$ cat src/sv/tlik_pkg.sv
`timescale 1ns / 1ps
// ----------------------------------------------------------------------------
// tlik_pkg
// Shared types, constants and the arctangent table of the two-link planar
// inverse kinematics unit.
// ----------------------------------------------------------------------------
package tlik_pkg;

	localparam int CORDIC_STEPS = 16;
	localparam int ATAN_TABLE_LEN = 24;
	localparam int CORDIC_ITERS = (CORDIC_STEPS < ATAN_TABLE_LEN) ? CORDIC_STEPS
		: ATAN_TABLE_LEN;
	localparam int SQRT_ITERS = 32;
	localparam int ITER_W = 5;
	localparam int DEG180_Q16 = 11796480;
	localparam int ANGLE_LIMIT = 11520;
	localparam logic [14:0] LINK_RESET = 15'd1280;

	typedef struct packed {
		logic signed [15:0] target_x;
		logic signed [15:0] target_y;
	} in_word_t;

	typedef struct packed {
		logic signed [14:0] shoulder_angle;
		logic [13:0] elbow_angle;
		logic signed [31:0] accumulated_change;
		logic unreachable;
	} out_word_t;

	typedef enum logic [0:0] {
		CFG_UPPER_LINK = 1'b0,
		CFG_LOWER_LINK = 1'b1
	} cfg_reg_t;

	typedef enum logic [4:0] {
		OP_NONE, OP_LOAD, OP_MXX, OP_MYY, OP_ML1, OP_ML2, OP_MD, OP_PREP,
		OP_CHECK, OP_MNN, OP_RAD, OP_SQRT, OP_CINIT, OP_CITER, OP_CSAVE,
		OP_ROUND, OP_COMMIT
	} dp_op_t;

	// Which arctangent a CORDIC pass works on.
	typedef enum logic [1:0] {
		SEL_ELBOW = 2'd0,
		SEL_TARGET = 2'd1,
		SEL_SECOND = 2'd2
	} cordic_sel_t;

	typedef struct packed {
		dp_op_t op;
		logic [ITER_W-1:0] iter;
		cordic_sel_t sel;
	} dp_cmd_t;

	typedef struct packed {
		logic bad;
	} dp_sts_t;

	// atan(2^-i) in degrees, Q.16, rounded to nearest.
	function automatic logic [21:0] atan_q16(input logic [ITER_W-1:0] i);
		logic [21:0] t;
		unique case (i)
			5'd0: t = 22'd2949120;
			5'd1: t = 22'd1740967;
			5'd2: t = 22'd919879;
			5'd3: t = 22'd466945;
			5'd4: t = 22'd234379;
			5'd5: t = 22'd117304;
			5'd6: t = 22'd58666;
			5'd7: t = 22'd29335;
			5'd8: t = 22'd14668;
			5'd9: t = 22'd7334;
			5'd10: t = 22'd3667;
			5'd11: t = 22'd1833;
			5'd12: t = 22'd917;
			5'd13: t = 22'd458;
			5'd14: t = 22'd229;
			5'd15: t = 22'd115;
			5'd16: t = 22'd57;
			5'd17: t = 22'd29;
			5'd18: t = 22'd14;
			5'd19: t = 22'd7;
			5'd20: t = 22'd4;
			5'd21: t = 22'd2;
			5'd22: t = 22'd1;
			default: t = 22'd0;
		endcase
		return t;
	endfunction

endpackage

$ cat src/sv/tlik_ctrl.sv
`timescale 1ns / 1ps
// ----------------------------------------------------------------------------
// tlik_ctrl
// Sequencer: steps the datapath through products, square root, three CORDIC
// passes and the final commit, and owns the handshakes.
// ----------------------------------------------------------------------------
module tlik_ctrl
	import tlik_pkg::*;
(
	input logic clk,
	input logic arst_n,
	input logic in_valid,
	output logic in_stall,
	output logic out_valid,
	input logic out_stall,
	input dp_sts_t sts,
	output dp_cmd_t cmd
);

	typedef enum logic [4:0] {
		ST_IDLE, ST_MXX, ST_MYY, ST_ML1, ST_ML2, ST_MD, ST_PREP, ST_CHECK, ST_MNN,
		ST_RAD, ST_SQRT, ST_CINIT, ST_CITER, ST_CSAVE, ST_ROUND, ST_COMMIT
	} state_t;

	state_t state_q;
	logic [ITER_W-1:0] cnt_q;
	cordic_sel_t sel_q;
	logic out_valid_q;
	logic slot_free;

	assign slot_free = !out_valid_q || !out_stall;
	assign in_stall = (state_q != ST_IDLE);
	assign out_valid = out_valid_q;

	always_comb begin
		cmd.iter = cnt_q;
		cmd.sel = sel_q;
		unique case (state_q)
			ST_IDLE: cmd.op = in_valid ? OP_LOAD : OP_NONE;
			ST_MXX: cmd.op = OP_MXX;
			ST_MYY: cmd.op = OP_MYY;
			ST_ML1: cmd.op = OP_ML1;
			ST_ML2: cmd.op = OP_ML2;
			ST_MD: cmd.op = OP_MD;
			ST_PREP: cmd.op = OP_PREP;
			ST_CHECK: cmd.op = OP_CHECK;
			ST_MNN: cmd.op = OP_MNN;
			ST_RAD: cmd.op = OP_RAD;
			ST_SQRT: cmd.op = OP_SQRT;
			ST_CINIT: cmd.op = OP_CINIT;
			ST_CITER: cmd.op = OP_CITER;
			ST_CSAVE: cmd.op = OP_CSAVE;
			ST_ROUND: cmd.op = OP_ROUND;
			ST_COMMIT: cmd.op = slot_free ? OP_COMMIT : OP_NONE;
			default: cmd.op = OP_NONE;
		endcase
	end

	always_ff @(posedge clk or negedge arst_n) begin
		if (!arst_n) begin
			state_q <= ST_IDLE;
			cnt_q <= '0;
			sel_q <= SEL_ELBOW;
			out_valid_q <= 1'b0;
		end else begin
			// A stalled word stays valid; a committed one becomes valid.
			out_valid_q <= (state_q == ST_COMMIT && slot_free) || (out_valid_q && out_stall);
			unique case (state_q)
				ST_IDLE: if (in_valid) state_q <= ST_MXX;
				ST_MXX: state_q <= ST_MYY;
				ST_MYY: state_q <= ST_ML1;
				ST_ML1: state_q <= ST_ML2;
				ST_ML2: state_q <= ST_MD;
				ST_MD: state_q <= ST_PREP;
				ST_PREP: state_q <= ST_CHECK;
				ST_CHECK: state_q <= ST_MNN;
				ST_MNN: state_q <= sts.bad ? ST_COMMIT : ST_RAD;
				ST_RAD: begin
					cnt_q <= '0;
					state_q <= ST_SQRT;
				end
				ST_SQRT: begin
					cnt_q <= cnt_q + 1'b1;
					if (cnt_q == ITER_W'(SQRT_ITERS - 1)) begin
						sel_q <= SEL_ELBOW;
						state_q <= ST_CINIT;
					end
				end
				ST_CINIT: begin
					cnt_q <= '0;
					state_q <= ST_CITER;
				end
				ST_CITER: begin
					cnt_q <= cnt_q + 1'b1;
					if (cnt_q == ITER_W'(CORDIC_ITERS - 1))
						state_q <= ST_CSAVE;
				end
				ST_CSAVE: begin
					if (sel_q == SEL_SECOND) begin
						state_q <= ST_ROUND;
					end else begin
						sel_q <= (sel_q == SEL_ELBOW) ? SEL_TARGET : SEL_SECOND;
						state_q <= ST_CINIT;
					end
				end
				ST_ROUND: state_q <= ST_COMMIT;
				ST_COMMIT: begin
					if (slot_free)
						state_q <= ST_IDLE;
				end
				default: state_q <= ST_IDLE;
			endcase
		end
	end

endmodule

$ cat config.mk
export PLATFORM = sky130hd
export DESIGN_NAME = tlik_ctrl
export DESIGN_NICKNAME = d
export VERILOG_FILES = /design/src/sv/tlik_pkg.sv /design/src/sv/tlik_ctrl.sv
export SDC_FILE = /design/constraint.sdc
export NUM_CORES = 1
export LEC_CHECK = 0
export ABC_AREA = 0
export BUFFER_PORTS_ARGS = -buffer_cell sky130_fd_sc_hd__buf_2
export CORE_MARGIN = 2
export CORE_UTILIZATION = 47
export CTS_CLUSTER_DIAMETER = 100
export DETAILED_ROUTE_END_ITERATION = 6
export PLACE_DENSITY = 0.74
export SYNTH_ARGS = -nofsm -noshare
export SYNTH_HDL_FRONTEND = slang
export SYNTH_SLANG_ARGS = --single-unit
$ cat constraint.sdc
create_clock -name clk -period 1.7 [get_ports clk]
set_clock_uncertainty 0.05 [all_clocks]
set_input_delay 0.17 -clock clk [delete_from_list [all_inputs] [get_ports clk]]
set_output_delay 0.17 -clock clk [all_outputs]
set_load 0.03 [all_outputs]
==> summary.txt <==
Synthesis
  • Cell area after synthesis: 846 um^2
  • Post-Synth Simple-Gate Area: 0.237
  • Post-Synth XOR/XNOR Area: 0.0311
  • Ys flop type: dfrtp_1
  • Asr flop ratio synth: 1.00
  • Area leader, netlist: dfrtp_1
  • Largest family of logic cells by synthesized area: compound AO/OA/AOI/OAI gates
  • Seq/Total Area, Yosys: 0.355
  • Multiplexer share of the synthesized area: 0.0133
  • Synth Area in Adders: 0.0444
  • Synth top area share: 0.355
  • Syn nets: 105
  • Synth top area cells: dfrtp_1 36%, ha_1 4.4%, a21oi_1 4.1%
  • YS warnings: 0
  • Cell variety after synth: 38
  • Post-synthesis compound-gate area fraction: 0.246
  • Number of synthesized flops with an enable pin: 0
  • Post-synthesis register bit count: 12
  • Syn_area_per_cell: 8.72 um^2
  • Cell count after synthesis: 97

Hold path
  • Worst Hold Depth: 3
  • Hold Path Sink: out_valid$_DFF_PN0_
  • Hold Path Class: input pin to flop
  • HP Start: out_stall

Detailed routing
  • DR WL/cell: 14.8 um
  • Routed wire length: 2.22 mm
  • Number of DRC markers in iteration 0: 23
  • TritonRoute pass-1 iters: 4
  • DR DRC count: 0
  • Vias/cell: 5.83
  • Total number of vias: 874
  • DRT antenna net count: 0

Placed design
  • # port buffers: 18
  • Routability congestion estimate: 0.878
  • Dpl hpwl: 1.47 mm

Critical path
  • Crit path cell chain: ha_4, and3_4, ha_4, and3b_1, o21a_1, o21bai_4, o22ai_2
  • WP data required: 1.82 ns
  • Critical path launch point type: flop
  • Crit Path Class: flop to flop
  • Slowest CP cell: dfrtp_2
  • Worst R2R Path Depth: 7
  • Critical R2R Capture: state_q[0]$_DFFE_PN0P_
  • Reg2reg start: cnt_q[0]$_DFFE_PN0P_
  • Crit end category: flop
  • R2r setup slk: 0.01 ns
  • CP max stage delay: 0.43 ns
  • Max FO, Critical Path: 3
  • CP arrival: 1.81 ns
  • CP most frequent cell: ha_4

Floorplan
  • Chip Height: 46.4 um
  • Die area: 2150 um^2
  • Core ar.: 1710 um^2
  • Row count: 15
  • Initial Utilization: 0.495
  • Num ports: 19
  • DIE WIDTH: 46.4 um

Clock tree
  • CTS Sinks: 12
  • CTS H-tree lvls: 1
  • Reg clk slew, reported paths: 0.09 ns
  • Clk buf depth: 2
  • Clock Latency Late Sink: 0.29 ns
  • CTS Buf Count: 3
  • CTS tree: built
  • Root buffer cell: clkbuf_4

Timing
  • Final Slew Violations: 0
  • Final Setup Violations: 0
  • Final hold slack: 0.119 ns
  • Final hold viol count: 0
  • Slew HR: 0.723
  • RSZ-0062 raised after global routing: true
  • Slew @ Worst Pin: 0.413 ns
  • Fin crit share: 0.992
  • Highest Clock Rate: 0.593 GHz
  • Final min period: 1.69 ns

Global route
  • Largest net degree at the start of global routing: 17
  • Congestion Overflow GR: 0
  • Initial antenna violation count: 0
  • Vias in the first global route: 756
  • Global-route wire length before repair: 3.37 mm
  • GRT Util Overall: 0.220

Power and ir drop
  • Cell Pwr Density: 2290 nW/um^2
  • Sw frac: 0.532
  • Static Leakage: 0.485 nW
  • Psw: 1.32 mW
  • Clk pwr share: 0.083
  • Comb pwr share: 0.650
  • Sequential group share of total power: 0.267
  • Max IR drop VDD: 1.22 mV
  • Int Pwr: 1.17 mW

Cells and area
  • Fill cell count: 151
  • Number of diodes: 0
  • Multi-input logic area: 531 um^2
  • Commonest non-fill, non-tap cells in the layout: 19 x buf_2, 9 x buf_4, 8 x nand2_1
  • Final Util: 0.638
  • Nets: 134
  • Share of layout cells above drive strength 1: 0.376
  • Commonest non-fill, non-tap cell in the layout: buf_2
  • Sequential cell area: 307 um^2
  • Area growth from synthesis to layout: 28.8%

Run status
  • Status: completed

Flow run
  • Max-cap violations: 0
## routing by layer
metal	GRT usage	vias to the layer above	wire (um)
li1	-	412	-
met1	0.298	419	1000
met2	0.350	39	1060
met3	0.0353	4	138
met4	0.0800	0	27
met5	0	-	0
## registers in the layout, indices dropped and copies added (netlist names)
| name | cells |
|---|---|
| sel_q | 2 |
| out_valid | 1 |
| cnt_q | 5 |
| state_q | 4 |
## worst max-delay path, delay by kind of cell (launching register included)
kind / cells / cell delay (ns)
DFF: 1 / 0.43
and+or+nand+nor: 2 / 0.39
adders and majority gates: 2 / 0.32
AOI/OAI and AO/OA: 3 / 0.37
## final cells by class
type,count,area share
Inverter,6,0.0207
Tap cell,25,0.0287
Multi-Input combinational cell,74,0.487
Clock buffer,4,0.0241
Sequential cell,12,0.281
Timing Repair Buffer,29,0.158
## cell usage after synthesis (2+ instances only)
library cell / n
o22ai_1: 3
xnor2_1: 2
nor2_1: 7
ha_1: 3
nand3_1: 6
a221oi_1: 2
o21ai_1: 6
dfrtp_1: 12
a22o_1: 2
a31oi_1: 3
inv_1: 6
buf_2: 2
nand2_1: 8
nor2b_1: 2
nor3_1: 2
o21ai_0: 2
a21oi_1: 7
buf_6: 2
## worst max-delay path by stage
stage	start	end	slack (ns)	cells past startpoint
final	cnt_q[0]$_DFFE_PN0P_	state_q[0]$_DFFE_PN0P_	0.01	7
after global routing	cnt_q[0]$_DFFE_PN0P_	state_q[2]$_DFFE_PN0P_	-0.04	7
after CTS	cnt_q[1]$_DFFE_PN0P_	state_q[0]$_DFFE_PN0P_	0.01	7
after detailed placement	cnt_q[1]$_DFFE_PN0P_	state_q[0]$_DFFE_PN0P_	0.04	7
after global placement	cnt_q[1]$_DFFE_PN0P_	state_q[0]$_DFFE_PN0P_	0.09	7
after floorplan	cnt_q[0]$_DFFE_PN0P_	state_q[0]$_DFFE_PN0P_	0.009	7
## what timing repair did
| action | CTS | global route |
|---|---|---|
| endpoints found under the hold margin | 12 | 0 |
| cloned | 0 | 0 |
| pin swaps | 0 | 4 |
| endpoints found under the setup margin | 5 | 6 |
| setup buffers | 0 | 2 |
| gates resized for setup | 2 | 7 |
| hold buffers | 1 | 0 |
## cell families (layout without fill, tap and decap cells)
| logic type | after synthesis | count (layout) |
|---|---|---|
| fa+ha+maj | 3 | 3 |
| simple gates | 35 | 35 |
| compound gates | 32 | 32 |
| mux | 1 | 1 |
| flops | 12 | 12 |
| xor+xnor | 3 | 3 |
| buf+inv | 11 | 39 |
## power groups by stage
stage,clock (mW),combinational (mW),sequential (mW)
2_1_floorplan,0,1.05,0.730
3_3_place_gp,0,1.47,0.678
3_5_place_dp,0,1.50,0.683
4_1_cts,0.205,1.51,0.682
5_1_grt,0.218,1.75,0.693
6_report,0.207,1.62,0.665
## per-stage QoR
step                      setup slack (ns)  setup TNS, ns  cells  instance area [um^2]  power (mW)
after floorplan                    0.00888              0     97                   866        1.78
after global placement              0.0903              0    143                  1010        2.15
after detailed placement            0.0407              0    143                  1010        2.18
after CTS                           0.0108              0    148                  1050        2.40
after global routing               -0.0364        -0.0724    150                  1090        2.66
final                               0.0138              0    150                  1090        2.49
Power figures use the tool's default switching activity.
